<file path="src/rshd_pkg.sv">
// shared types, constants and the segment table of the display counter
package rshd_pkg;

  localparam int unsigned ValW   = 16;
  localparam int unsigned TallyW = 5;
  localparam int unsigned RateW  = 4;
  localparam int unsigned SegW   = 7;
  localparam int unsigned NibW   = 4;

  localparam logic [ValW-1:0]   CountReset = 16'h8AFE;
  localparam logic [ValW-1:0]   DecLimit   = 16'd9999;
  localparam logic [RateW-1:0]  RateReset  = 4'd1;
  localparam logic [7:0]        CharHex    = 8'h68;
  localparam logic [7:0]        CharDec    = 8'h64;
  localparam logic [7:0]        CharZero   = 8'd48;
  localparam logic [7:0]        CharNine   = 8'd57;

  typedef struct packed {
    logic busy;
    logic done;
  } unit_stat_t;

  typedef enum logic [3:0] {
    ST_IDLE = 4'b0001,
    ST_MOD  = 4'b0010,
    ST_CONV = 4'b0100,
    ST_DONE = 4'b1000
  } state_e;

  // gfedcba, active high
  function automatic logic [SegW-1:0] seg_of(input logic [NibW-1:0] nib);
    logic [SegW-1:0] s;
    case (nib)
      4'h0: s = 7'h3F;
      4'h1: s = 7'h06;
      4'h2: s = 7'h5B;
      4'h3: s = 7'h4F;
      4'h4: s = 7'h66;
      4'h5: s = 7'h6D;
      4'h6: s = 7'h7D;
      4'h7: s = 7'h07;
      4'h8: s = 7'h7F;
      4'h9: s = 7'h6F;
      4'hA: s = 7'h77;
      4'hB: s = 7'h7C;
      4'hC: s = 7'h39;
      4'hD: s = 7'h5E;
      4'hE: s = 7'h79;
      4'hF: s = 7'h71;
      default: s = 7'h00;
    endcase
    return s;
  endfunction

endpackage

</file>
<file path="src/rshd_mod.sv">
// bit-serial remainder unit: tick tally modulo rate divisor, one bit per cycle
module rshd_mod
  import rshd_pkg::*;
(
  input  logic              clk_i,
  input  logic              rst_ni,
  input  logic              start_i,
  input  logic [TallyW-1:0] dividend_i,
  input  logic [RateW-1:0]  divisor_i,
  output unit_stat_t        stat_o,
  output logic              rem_zero_o
);

  localparam int unsigned CntW = $clog2(TallyW);

  logic [TallyW-1:0] dvd_q;
  logic [RateW-1:0]  div_q;
  logic [RateW-1:0]  rem_q, rem_d;
  logic [CntW-1:0]   cnt_q;
  logic              busy_q, done_q;
  logic [RateW:0]    trial;
  logic              fits;
  logic              last;

  assign trial = {rem_q, dvd_q[TallyW-1]};
  assign fits  = trial >= {1'b0, div_q};
  assign last  = cnt_q == CntW'(TallyW - 1);

  always_comb begin
    if (fits) begin
      rem_d = RateW'(trial - {1'b0, div_q});
    end else begin
      rem_d = trial[RateW-1:0];
    end
  end

  always_ff @(posedge clk_i or negedge rst_ni) begin
    if (!rst_ni) begin
      busy_q <= 1'b0;
      done_q <= 1'b0;
      cnt_q  <= '0;
    end else begin
      done_q <= busy_q && last;
      if (start_i) begin
        busy_q <= 1'b1;
        cnt_q  <= '0;
      end else if (busy_q) begin
        cnt_q <= cnt_q + CntW'(1);
        if (last) begin
          busy_q <= 1'b0;
        end
      end
    end
  end

  always_ff @(posedge clk_i) begin
    if (start_i) begin
      dvd_q <= dividend_i;
      div_q <= divisor_i;
      rem_q <= '0;
    end else if (busy_q) begin
      dvd_q <= {dvd_q[TallyW-2:0], 1'b0};
      rem_q <= rem_d;
    end
  end

  assign stat_o     = '{busy: busy_q, done: done_q};
  assign rem_zero_o = rem_q == '0;

endmodule

</file>
<file path="src/rshd_bcd.sv">
// bit-serial binary to bcd converter (shift and add three), low four digits kept
module rshd_bcd
  import rshd_pkg::*;
(
  input  logic            clk_i,
  input  logic            rst_ni,
  input  logic            start_i,
  input  logic [ValW-1:0] value_i,
  output unit_stat_t      stat_o,
  output logic [ValW-1:0] bcd_o
);

  localparam int unsigned CntW   = $clog2(ValW);
  localparam int unsigned Digits = ValW / NibW;

  logic [ValW-1:0] bin_q;
  logic [ValW-1:0] bcd_q;
  logic [ValW-1:0] adj;
  logic [CntW-1:0] cnt_q;
  logic            busy_q, done_q;
  logic            last;

  assign last = cnt_q == CntW'(ValW - 1);

  // digits above the fourth only ever move upwards, so they are simply dropped
  always_comb begin
    for (int i = 0; i < Digits; i++) begin
      if (bcd_q[i*NibW +: NibW] >= 4'd5) begin
        adj[i*NibW +: NibW] = bcd_q[i*NibW +: NibW] + 4'd3;
      end else begin
        adj[i*NibW +: NibW] = bcd_q[i*NibW +: NibW];
      end
    end
  end

  always_ff @(posedge clk_i or negedge rst_ni) begin
    if (!rst_ni) begin
      busy_q <= 1'b0;
      done_q <= 1'b0;
      cnt_q  <= '0;
    end else begin
      done_q <= busy_q && last;
      if (start_i) begin
        busy_q <= 1'b1;
        cnt_q  <= '0;
      end else if (busy_q) begin
        cnt_q <= cnt_q + CntW'(1);
        if (last) begin
          busy_q <= 1'b0;
        end
      end
    end
  end

  always_ff @(posedge clk_i) begin
    if (start_i) begin
      bin_q <= value_i;
      bcd_q <= '0;
    end else if (busy_q) begin
      bin_q <= {bin_q[ValW-2:0], 1'b0};
      bcd_q <= {adj[ValW-2:0], bin_q[ValW-1]};
    end
  end

  assign stat_o = '{busy: busy_q, done: done_q};
  assign bcd_o  = bcd_q;

endmodule

</file>
<file path="src/rate_scaled_hex_dec_display_counter_top.sv">
// a character beat goes through the serial bcd converter, a tick beat through the serial
// remainder unit and then the converter; one beat at a time, the 16-step converter (and
// for ticks the 5-step remainder unit) finishing before the next beat is taken in
// a finished result waits in the output register while the next beat is taken in; a second
// finished result holds off the input until the first one is taken
// reset: asynchronous, active low; decimal mode, divisor 1, tally 0, counter 0x8afe
module rate_scaled_hex_dec_display_counter_top
  import rshd_pkg::*;
(
  input  logic              clk_i,
  input  logic              rst_ni,
  input  logic              in_valid_i,
  output logic              in_ready_o,
  input  logic              func_i,
  input  logic [7:0]        rx_char_i,
  output logic              out_valid_o,
  input  logic              out_ready_i,
  output logic [SegW-1:0]   seg_digit3_o,
  output logic [SegW-1:0]   seg_digit2_o,
  output logic [SegW-1:0]   seg_digit1_o,
  output logic [SegW-1:0]   seg_digit0_o,
  output logic [ValW-1:0]   shown_value_o,
  output logic              hex_mode_o,
  output logic [RateW-1:0]  rate_scale_o
);

  state_e              state_q, state_d;
  logic                hex_q;
  logic [RateW-1:0]    rate_q;
  logic [TallyW-1:0]   tally_q;
  logic [ValW-1:0]     count_q;
  logic [ValW-1:0]     count_inc;
  logic                conv_start_q;
  logic                out_valid_q;
  logic                in_fire;
  logic                mod_start;
  logic [TallyW-1:0]   tally_next;
  logic                rem_zero;
  logic                out_load;
  unit_stat_t          mod_stat, bcd_stat;
  logic [ValW-1:0]     bcd_digits;
  logic [ValW-1:0]     digits;

  assign in_ready_o = state_q == ST_IDLE;
  assign in_fire    = in_valid_i && in_ready_o;
  assign tally_next = tally_q + TallyW'(1);
  assign mod_start  = in_fire && func_i;
  assign count_inc  = count_q + ValW'(1);
  assign out_load   = (state_q == ST_DONE) && (!out_valid_q || out_ready_i);

  rshd_mod u_mod (
    .clk_i      (clk_i),
    .rst_ni     (rst_ni),
    .start_i    (mod_start),
    .dividend_i (tally_next),
    .divisor_i  (rate_q),
    .stat_o     (mod_stat),
    .rem_zero_o (rem_zero)
  );

  rshd_bcd u_bcd (
    .clk_i   (clk_i),
    .rst_ni  (rst_ni),
    .start_i (conv_start_q),
    .value_i (count_q),
    .stat_o  (bcd_stat),
    .bcd_o   (bcd_digits)
  );

  always_comb begin
    state_d = state_q;
    case (state_q)
      ST_IDLE: begin
        if (in_fire) begin
          state_d = func_i ? ST_MOD : ST_CONV;
        end
      end
      ST_MOD: begin
        if (mod_stat.done) begin
          state_d = ST_CONV;
        end
      end
      ST_CONV: begin
        if (bcd_stat.done) begin
          state_d = ST_DONE;
        end
      end
      ST_DONE: begin
        if (out_load) begin
          state_d = ST_IDLE;
        end
      end
      default: state_d = ST_IDLE;
    endcase
  end

  always_ff @(posedge clk_i or negedge rst_ni) begin
    if (!rst_ni) begin
      state_q      <= ST_IDLE;
      hex_q        <= 1'b0;
      rate_q       <= RateReset;
      tally_q      <= '0;
      count_q      <= CountReset;
      conv_start_q <= 1'b0;
      out_valid_q  <= 1'b0;
    end else begin
      state_q      <= state_d;
      conv_start_q <= (in_fire && !func_i) || ((state_q == ST_MOD) && mod_stat.done);
      if (in_fire) begin
        if (func_i) begin
          tally_q <= tally_next;
        end else if (rx_char_i == CharHex) begin
          hex_q <= 1'b1;
        end else if (rx_char_i == CharDec) begin
          hex_q <= 1'b0;
        end else if (rx_char_i >= CharZero && rx_char_i <= CharNine) begin
          // low nibble of an ascii digit is the digit itself
          rate_q <= rx_char_i[RateW-1:0] + RateW'(1);
        end
      end
      if ((state_q == ST_MOD) && mod_stat.done && rem_zero) begin
        tally_q <= '0;
        if (!hex_q && count_inc > DecLimit) begin
          count_q <= '0;
        end else begin
          count_q <= count_inc;
        end
      end
      if (out_load) begin
        out_valid_q <= 1'b1;
      end else if (out_ready_i) begin
        out_valid_q <= 1'b0;
      end
    end
  end

  assign digits = hex_q ? count_q : bcd_digits;

  always_ff @(posedge clk_i) begin
    if (out_load) begin
      seg_digit3_o  <= seg_of(digits[4*NibW-1 -: NibW]);
      seg_digit2_o  <= seg_of(digits[3*NibW-1 -: NibW]);
      seg_digit1_o  <= seg_of(digits[2*NibW-1 -: NibW]);
      seg_digit0_o  <= seg_of(digits[NibW-1:0]);
      shown_value_o <= count_q;
      hex_mode_o    <= hex_q;
      rate_scale_o  <= rate_q;
    end
  end

  assign out_valid_o = out_valid_q;

  a_idle_units: assert property (@(posedge clk_i) disable iff (!rst_ni)
    in_ready_o |-> (!mod_stat.busy && !bcd_stat.busy))
    else $error("serial unit busy while taking a beat");

  a_mod_done_state: assert property (@(posedge clk_i) disable iff (!rst_ni)
    mod_stat.done |-> state_q == ST_MOD)
    else $error("remainder result outside its state");

  a_bcd_done_state: assert property (@(posedge clk_i) disable iff (!rst_ni)
    bcd_stat.done |-> state_q == ST_CONV)
    else $error("conversion result outside its state");

  a_rate_range: assert property (@(posedge clk_i) disable iff (!rst_ni)
    (rate_q != '0) && (rate_q <= RateW'(10)))
    else $error("rate divisor out of range");

endmodule

</file>
<file path="config.mk">
export PLATFORM = sky130hd
export DESIGN_NAME = rate_scaled_hex_dec_display_counter_top
export DESIGN_NICKNAME = d
export VERILOG_FILES = /design/src/rshd_pkg.sv /design/src/rshd_mod.sv /design/src/rshd_bcd.sv /design/src/rate_scaled_hex_dec_display_counter_top.sv
export SDC_FILE = /design/constraint.sdc
export NUM_CORES = 1
export LEC_CHECK = 0
export BUFFER_PORTS_ARGS = -buffer_cell sky130_fd_sc_hd__buf_2
export CAP_MARGIN = 20
export CELL_PAD_IN_SITES_DETAIL_PLACEMENT = 1
export CELL_PAD_IN_SITES_GLOBAL_PLACEMENT = 2
export CORE_MARGIN = 8
export CORE_UTILIZATION = 35
export CTS_CLUSTER_SIZE = 14
export DETAILED_ROUTE_END_ITERATION = 10
export MAX_ROUTING_LAYER = met4
export PLACE_DENSITY = 0.78
export REMOVE_ABC_BUFFERS = 1
export SETUP_SLACK_MARGIN = 0.05
export SYNTH_ARGS = -nofsm -noshare
export SYNTH_HDL_FRONTEND = slang
export SYNTH_HIERARCHICAL = 1
export SYNTH_SLANG_ARGS = --single-unit
</file>
<file path="constraint.sdc">
create_clock -name clk_i -period 3.2 [get_ports clk_i]
set_input_delay 0.32 -clock clk_i [delete_from_list [all_inputs] [get_ports clk_i]]
set_output_delay 0.32 -clock clk_i [all_outputs]
set_load 0.1 [all_outputs]
</file>
**Word level (Yosys, flattened, before mapping)**

Memories as Yosys holds them, arrays and structs flattened. A register that Yosys moved wholly into a read port is not among the register bits.
Index checks and enable logic that the tools add are counted.

- Bits in read-only memories: 448
- Bits in registers: 109
- Output and inout port bits: 51
- Bits in writable memories: 0
- Latch bits: 0
- Word-level logic and storage cells: 118
- Bits of input ports: 13
- Memories: 4

Memories:

| memory | words | bits a word | rd ports | clocked after memory_dff | wr ports | RTL line | text |
|---|---|---|---|---|---|---|---|
| (no name shown) | 16 | 7 | 1 | 1 | 0 | rshd_pkg.sv:33 | `case (nib)` |
| (no name shown) | 16 | 7 | 1 | 1 | 0 | rshd_pkg.sv:33 |  |
| (no name shown) | 16 | 7 | 1 | 1 | 0 | rshd_pkg.sv:33 |  |
| (no name shown) | 16 | 7 | 1 | 1 | 0 | rshd_pkg.sv:33 |  |

- Reductions and logical operators: 26
- $add $sub $neg: 10
- Mux-type cells: 34
- Bitwise logic cells: 3
- Multiply operators: 0
- Equal/unequal tests: 12
- Order comparisons: 8
- Divide/modulo/power cells: 0
- Shift operators: 0

Operators by type and width:

| kind | count |
|---|---|
| 2-to-1 mux 16 bit | 4 |
| 2-to-1 mux 4 bit | 10 |
| 2-to-1 mux 5 bit | 5 |
| adder 16 x 1 -> 16 bit (second input constant) | 1 |
| equality test 8 x 7 -> 1 bit (second input constant) | 2 |
| >= comparator 4 x 3 -> 1 bit (second input constant) | 4 |
| greater-than comparator 16 x 14 -> 1 bit (second input constant) | 1 |
| one-hot mux 4 bit (4 select lines) | 1 |
| adder 4 x 2 -> 4 bit (second input constant) | 3 |
| 2-to-1 mux 3 bit | 4 |
| nonzero test 2 bit | 6 |
| logical AND 1 bit | 10 |
| 2-to-1 mux 1 bit | 10 |
| adder 4 x 1 -> 4 bit (second input constant) | 2 |
| equality test 4 bit (second input constant) | 2 |
| >= comparator 8 x 6 -> 1 bit (second input constant) | 1 |
| <= comparator 8 x 6 -> 1 bit (second input constant) | 1 |
| inequality test 2 x 1 -> 1 bit (second input constant) | 3 |
| adder 5 x 1 -> 5 bit (second input constant) | 1 |
| >= comparator 5 x 4 -> 1 bit | 1 |
| AND reduction 5 bit | 1 |
| equality test 4 x 1 -> 1 bit (second input constant) | 1 |
| equality test 4 x 2 -> 1 bit (second input constant) | 1 |
| equality test 4 x 3 -> 1 bit (second input constant) | 1 |
| 12 further kinds | 17 |

**Longest topological paths before layout**

Gate-level depths: netlist of run 1.

- Depth in word-level cells: 5
- Gate-level depth with buffers: 10
- Depth with buffers taken out: 8

**Cells and area by module**

Netlist of run 1, hierarchy kept.

By module, submodules not included:

| module | times used | seq. area each (µm²) | area each (µm²) | cells each |
|---|---|---|---|---|
| rate_scaled_hex_dec_display_counter_top | 1 | 2,287.2 | 4,740.8 | 436 |
| rshd_bcd | 1 | 950.9 | 1,904.3 | 176 |
| rshd_mod | 1 | 475.5 | 960.9 | 82 |

**Worst setup path before layout of run 1**

OpenSTA, ideal clock, no wires.

- Path type: register to register
- Start point: register state_q[0]
- End point: register u_mod.dvd_q[0], enable pin
- Setup slack: -0.657 ns
- Arrival time: 3.557 ns
- Library setup time: 0.300 ns
- Buffers on the path: 2
- Period minus slack after synthesis: 3.857 ns
- Data required time: 2.900 ns
- Stages on the path, launching flop included: 7
- Cell sequence: dfstp_2 or3b_1 nor2_1 and3_1 clkbuf_1 clkbuf_1 or2_2

- Word-level cells in the longest chain between the ends: 4

Ends and longest elaborated chain:

| what | RTL line | text |
|---|---|---|
| start: declaration | rate_scaled_hex_dec_display_counter_top.sv:27 | `state_e state_q, state_d;` |
| start signal: assignment | rate_scaled_hex_dec_display_counter_top.sv:107 | `state_q <= state_d;` |
| equality test 4 x 1 -> 1 bit | rate_scaled_hex_dec_display_counter_top.sv:44 | `assign in_ready_o = state_q == ST_IDLE;` |
| net in_ready_o | rate_scaled_hex_dec_display_counter_top.sv:13 | `output logic in_ready_o,` |
| logical AND 1 bit | rate_scaled_hex_dec_display_counter_top.sv:45 | `assign in_fire = in_valid_i && in_ready_o;` |
| logical AND 1 bit | rate_scaled_hex_dec_display_counter_top.sv:47 | `assign mod_start = in_fire && func_i;` |
| net mod_start | rate_scaled_hex_dec_display_counter_top.sv:36 | `logic mod_start;` |
| nonzero test 2 bit (no source line) | -- |  |
| end signal: assignment | rshd_mod.sv:58 | `dvd_q <= dividend_i;` |
| end signal: assignment | rshd_mod.sv:62 | `dvd_q <= {dvd_q[TallyW-2:0], 1'b0};` |
| end: declaration | rshd_mod.sv:16 | `logic [TallyW-1:0] dvd_q;` |

The timed path passes the listed nets, and every way through them passes these cells.
A chain may end at the register's enable or synchronous reset.

**Worst setup path after layout of run 1**

- Start point: register count_q[1]
- End point: register count_q[11]

- Word-level cells in the longest chain between the ends: 4

Ends and longest elaborated chain:

| what | RTL line | text |
|---|---|---|
| start: declaration | rate_scaled_hex_dec_display_counter_top.sv:31 | `logic [ValW-1:0] count_q;` |
| start signal: assignment | rate_scaled_hex_dec_display_counter_top.sv:103 | `count_q <= CountReset;` |
| start signal: assignment | rate_scaled_hex_dec_display_counter_top.sv:126 | `count_q <= count_inc;` |
| adder 16 x 1 -> 16 bit * | rate_scaled_hex_dec_display_counter_top.sv:48 | `assign count_inc = count_q + ValW'(1);` |
| greater-than comparator 16 x 14 -> 1 bit | rate_scaled_hex_dec_display_counter_top.sv:123 | `if (!hex_q && count_inc > DecLimit) begin` |
| logical AND 1 bit | rate_scaled_hex_dec_display_counter_top.sv:123 |  |
| 2-to-1 mux 16 bit * | rate_scaled_hex_dec_display_counter_top.sv:123 |  |

Mark *: on every way between the ends. The rest lies on a longest branch, timed or not.

==> impl_metrics.yaml, run 1 <==
critical_path:
  worstPathArrival_ns: 3.23
  end_kind: "register"
  reg2regPathDepth: 9
  worstPathRequired_ns: 3.55
  critPathBufInv: 1
  crit_family: "simple AND/OR/NAND/NOR gates"
  r2r_start: "count_q[1]"
  max_stage_delay_ns: 0.64
  r2r-end: "count_q[11]"
  cp_slowest_cell: "dfstp_2"
  path_cells: "ha_1, nand3_1, or4_4, mux2i_1, nand3b_1, o31ai_4, buf_4, o21ai_2, a22o_1"
  setup.worst_path.start: "count_q[1]"
  crit_fanout: 10
  reg2reg_slack_ns: 0.32
  path_class: "register to register"
  startpoint_type: "register"
yosys:
  syn_area_mm2: 0.00759
  yosys_warnings: 6
  synth_cells: 692
  syn_avg_cell_area_um2: 11.0
routing:
  ant_nets: 0
  routed_wl_um: 18800
  drc: 0
  drt_iter0_drc: 302
  viasPerCell: 5.27
  drt_pre_antenna_iters: 4
  wl_per_cell_um: 17.8
  vias: 5560
sta:
  rsz0062_at_grt: "no"
  min_period_over_period_pct: 90.1
  tns_ns: 0
  fmax_mhz: 347
  fin_skew_ns: 0.00937
  drv_slew: 0
  setup_viol: 0
  final-hold-violation-count: 0
  post-route-min-period_ns: 2.88
  setup_slack_ns: 0.316
  hold_ws_ns: 0.153
  worst_pin_slew_ns: 0.828
  max-slew-margin-rel_pct: 44.8
job:
  maxCapViolations: 0
pwr:
  p_sw_share_pct: 32.6
  pwr-share-seq_pct: 41.6
  power_density_mw_per_mm2: 735
  p_int_mw: 4.38
  p_sw_mw: 2.12
  combPwrFrac_pct: 26.3
  p_leak_nw: 3.75
  p_clk_share_pct: 32.1
  ir_drop_mv: 0.362
  finalPower_mw: 6.50
die:
  ios: 64
  die_w_um: 163
  die-area_mm2: 0.0267
  die_h_um: 163
  core.rowCount: 54
  coreArea_mm2: 0.0216
  start_util_pct: 35.2
layout:
  final_common_cell: "edfxtp_1"
  area_growth_syn_to_layout_pct: 16.5
  multiInputGateArea_mm2: 0.00352
  num_antenna_cells: 0
  fill_cells: 2359
  final_nets: 826
  post-route-util_pct: 41.0
  seqCellArea_mm2: 0.00371
  final_cell_mix: "edfxtp_1 (74), buf_2 (63), nor2_1 (53)"
  drive_above_1_share_pct: 24.0
global_routing:
  grt_overflow: 0
  grt_pass1_vias: 5954
  grt_pass1_wl_um: 31200
  grt_antenna_before_repair: 0
  use_met2_pct: 25.0
  top_usage_layer: "met2"
  grtUsageTotal_pct: 15.1
  grt_max_degree: 44
  grt_util_met3_pct: 3.13
  grtUsageMet1_pct: 17.8
clock_tree:
  cts_tree: "built"
  root_buffer: "clkbuf_16"
  htree_levels: 4
  postCtsSetupBuffers: 0
  worstSkewPairLatency_ns: 0.42
  clk_pin_slew_ns: 0.06
  cts_max_path_buffers: 2
  clock-sinks: 137
  numCtsBuffers: 17
hold_path:
  hold_end: "rate_q[0]"
  worstHoldPathType: "input port to register"
  hold_depth: 2
  min_from: "rx_char_i[0]"
place:
  io_buffers: 63
  hpwlAfterDp_um: 13400
  post-place-ws_ns: 0.233
  gp_congestion: 0.870
outcome:
  outcome: "finished, final reports clean"
power by group through the flow:
stage | Sequential [mW] | Clock (mW) | Combinational, mW
after floorplan | 2.62 | 0 | 1.31
after global placement | 2.70 | 0 | 1.59
after detailed placement | 2.74 | 0 | 1.69
after CTS | 2.70 | 2.14 | 1.72
after global routing | 2.77 | 2.22 | 1.92
final | 2.70 | 2.09 | 1.71
cell type report:
class,instances,share of cell area [%]
Tap cell,280,3.96
Multi-Input combinational cell,479,39.7
Timing Repair Buffer,81,5.26
Clock inverter,14,2.22
Inverter,47,1.99
Clock buffer,18,4.85
Sequential cell,137,42.0
per-stage QoR:
stage | cells | area [um^2]
after global routing | 1056 | 8850
after global placement | 1022 | 8180
after CTS | 1054 | 8810
after detailed placement | 1022 | 8180
after floorplan | 663 | 7390
final | 1056 | 8850
layer usage:
layer | share of wire [%] | vias to the layer above
li1 | - | 2672
met1 | 45 | 2786
met3 | 2.9 | 25
met4 | 1.9 | 0
met2 | 50 | 77
met5 | 0 | -
repair_timing:
item	CTS	global route
hold buffers	0	1
endpoints found under the setup margin	0	6
gates resized for setup	0	1
endpoints found under the hold margin	0	8
worst max path at each step:
stage                           endpoint  slack [ns]  depth (start not counted)
after CTS                    count_q[11]        0.20                          9
after floorplan           u_mod/dvd_q[1]       -0.51                          4
after global routing         count_q[11]        0.12                          9
after detailed placement     count_q[11]        0.23                          9
final                        count_q[11]        0.32                          9
after global placement       count_q[11]        0.28                          9
registers in the layout, indices dropped and copies added (netlist names), 5 cells and up:
name	flops
seg_digit0_o	7
u_mod/dvd_q	5
seg_digit2_o	7
tally_q	5
shown_value_o	16
count_q	16
seg_digit1_o	7
u_bcd/bin_q	16
u_bcd/bcd_o	16
seg_digit3_o	7
(Power assumes the default switching activity.)
==> inputs of run 2 (changes only) <==
CELL_PAD_IN_SITES_DETAIL_PLACEMENT = 2   (was 1)
REMOVE_ABC_BUFFERS = default   (was 1)
==> impl_metrics.yaml, run 2 (same netlist as run 1, synthesis figures left out) <==
place:
  gp_congestion: 0.825
  hpwlAfterDp_um: 15900
  io_buffers: 63
  dpl-instance-area_mm2: 0.00820
hold_path:
  hold_depth: 2
  worstHoldPathType: "input port to register"
  hold_end: "hex_q"
  min_from: "rx_char_i[2]"
sta:
  tns_ns: 0
  drv_slew: 0
  min_period_over_period_pct: 92.7
  max-slew-margin-rel_pct: 33.1
  final-hold-violation-count: 0
  fin_skew_ns: 0.0150
  rsz0062_at_grt: "no"
  setup_viol: 0
  fmax_mhz: 337
  post-route-min-period_ns: 2.97
  hold_ws_ns: 0.134
  worst_pin_slew_ns: 1.00
critical_path:
  path_class: "register to register"
  reg2reg_slack_ns: 0.23
  worstPathRequired_ns: 3.55
  reg2regPathDepth: 9
  r2r_start: "count_q[1]"
  r2r-end: "count_q[2]"
  startpoint_type: "register"
  worstPathArrival_ns: 3.32
  crit_fanout: 10
  end_kind: "register"
routing:
  routed_wl_um: 22700
  drt_iter0_drc: 340
  drt_pre_antenna_iters: 4
  viasPerCell: 5.47
  vias: 5769
  wl_per_cell_um: 21.5
  ant_nets: 0
  drc: 0
global_routing:
  grt_pass1_wl_um: 36500
  grtUsageTotal_pct: 18.0
  grt_pass1_vias: 6535
  grt_max_degree: 42
  grt_overflow: 0
  grt_antenna_before_repair: 0
clock_tree:
  clk_pin_slew_ns: 0.06
  cts_max_path_buffers: 2
  numCtsBuffers: 17
  postCtsSetupBuffers: 0
  clock-sinks: 137
  worstSkewPairLatency_ns: 0.43
  htree_levels: 4
  root_buffer: "clkbuf_16"
  cts_tree: "built"
layout:
  final_area_mm2: 0.00883
  fill_cells: 2239
  final_common_cell: "edfxtp_1"
  num_antenna_cells: 0
  drive_above_1_share_pct: 23.9
  multiInputGateArea_mm2: 0.00352
  area_growth_syn_to_layout_pct: 16.3
  final_cell_mix: "edfxtp_1 (74), buf_2 (63), nor2_1 (52), a21oi_1 (52), ha_1 (49)"
  seqCellArea_mm2: 0.00371
  final_nets: 825
pwr:
  power_density_mw_per_mm2: 746
  ir_drop_mv: 0.267
  p_leak_nw: 3.74
die:
  die-area_mm2: 0.0267
  coreArea_mm2: 0.0216
  ios: 64
  core.rowCount: 54
  die_w_um: 163
  start_util_pct: 35.2
  die_h_um: 163
yosys:
  syn_nets: 755
job:
  maxCapViolations: 0
outcome:
  outcome: "finished, final reports clean"
==> run 2: cell count changes in the layout (fill, tap and decap cells not counted), moves of 2 or more <==
cell	change
buf_4	-2
clkbuf_1	+2
clkinv_2	+2
inv_6	-2
==> run 2: worst max-delay path, cell delays in order (launching register included) <==
cell      delay [ns]
dfstp_2         0.64
ha_1            0.24
nand3_1         0.27
or4_4           0.62
mux2i_1         0.25
nand3b_1        0.19
o31ai_4         0.15
buf_4           0.24
o21ai_1         0.07
a22o_1          0.23
==> run 2: per-stage QoR <==
stage | utilization, % | setup slack, ns | power [mW] | cells
detailed placement | 38.0 | 0.234 | 4.54 | 1021
CTS | 40.8 | 0.210 | 6.64 | 1053
global placement | 38.0 | 0.362 | 4.30 | 1021
global route | 41.0 | 0.100 | 6.95 | 1055
floorplan | - | 0.184 | 3.99 | 692
finish | 41.0 | 0.233 | 6.59 | 1055
==> run 2: area by class of cell <==
class,instances,area share (%)
multi-input cells,479,39.9
clock buffers,21,5.10
clock inverters,11,1.66
flip-flops and latches,137,42.1
inverters,47,2.00
well taps,280,3.97
repair buffers,80,5.33
==> run 2: how the worst max path moves through the flow <==
stage                          start        endpoint  slack [ns]
after CTS                 count_q[1]      count_q[2]        0.21
final                     count_q[1]      count_q[2]        0.23
after floorplan           state_q[0]  u_mod/dvd_q[0]        0.18
after global routing      count_q[1]     count_q[11]        0.10
after detailed placement  count_q[1]      count_q[2]        0.23
after global placement    count_q[1]      count_q[2]        0.36
==> run 2: timing repair <==
| action | CTS | global route |
|---|---|---|
| hold endpoints to repair | 0 | 5 |
| hold buffers | 0 | 1 |
| endpoints found under the setup margin | 0 | 2 |
| gates resized for setup | 0 | 1 |
==> run 2: power breakdown <==
part,total (mW),internal [mW],switching (mW)
combinational,1.80,0.781,1.02
clock,2.03,1.25,0.782
sequential,2.76,2.29,0.468
==> run 2: per-layer routing <==
layer  GRT usage (%)  share of wire, %
met1            19.1                40
met2            32.5                54
met3            2.77               2.4
met4            8.47               2.7
met5               -                 0
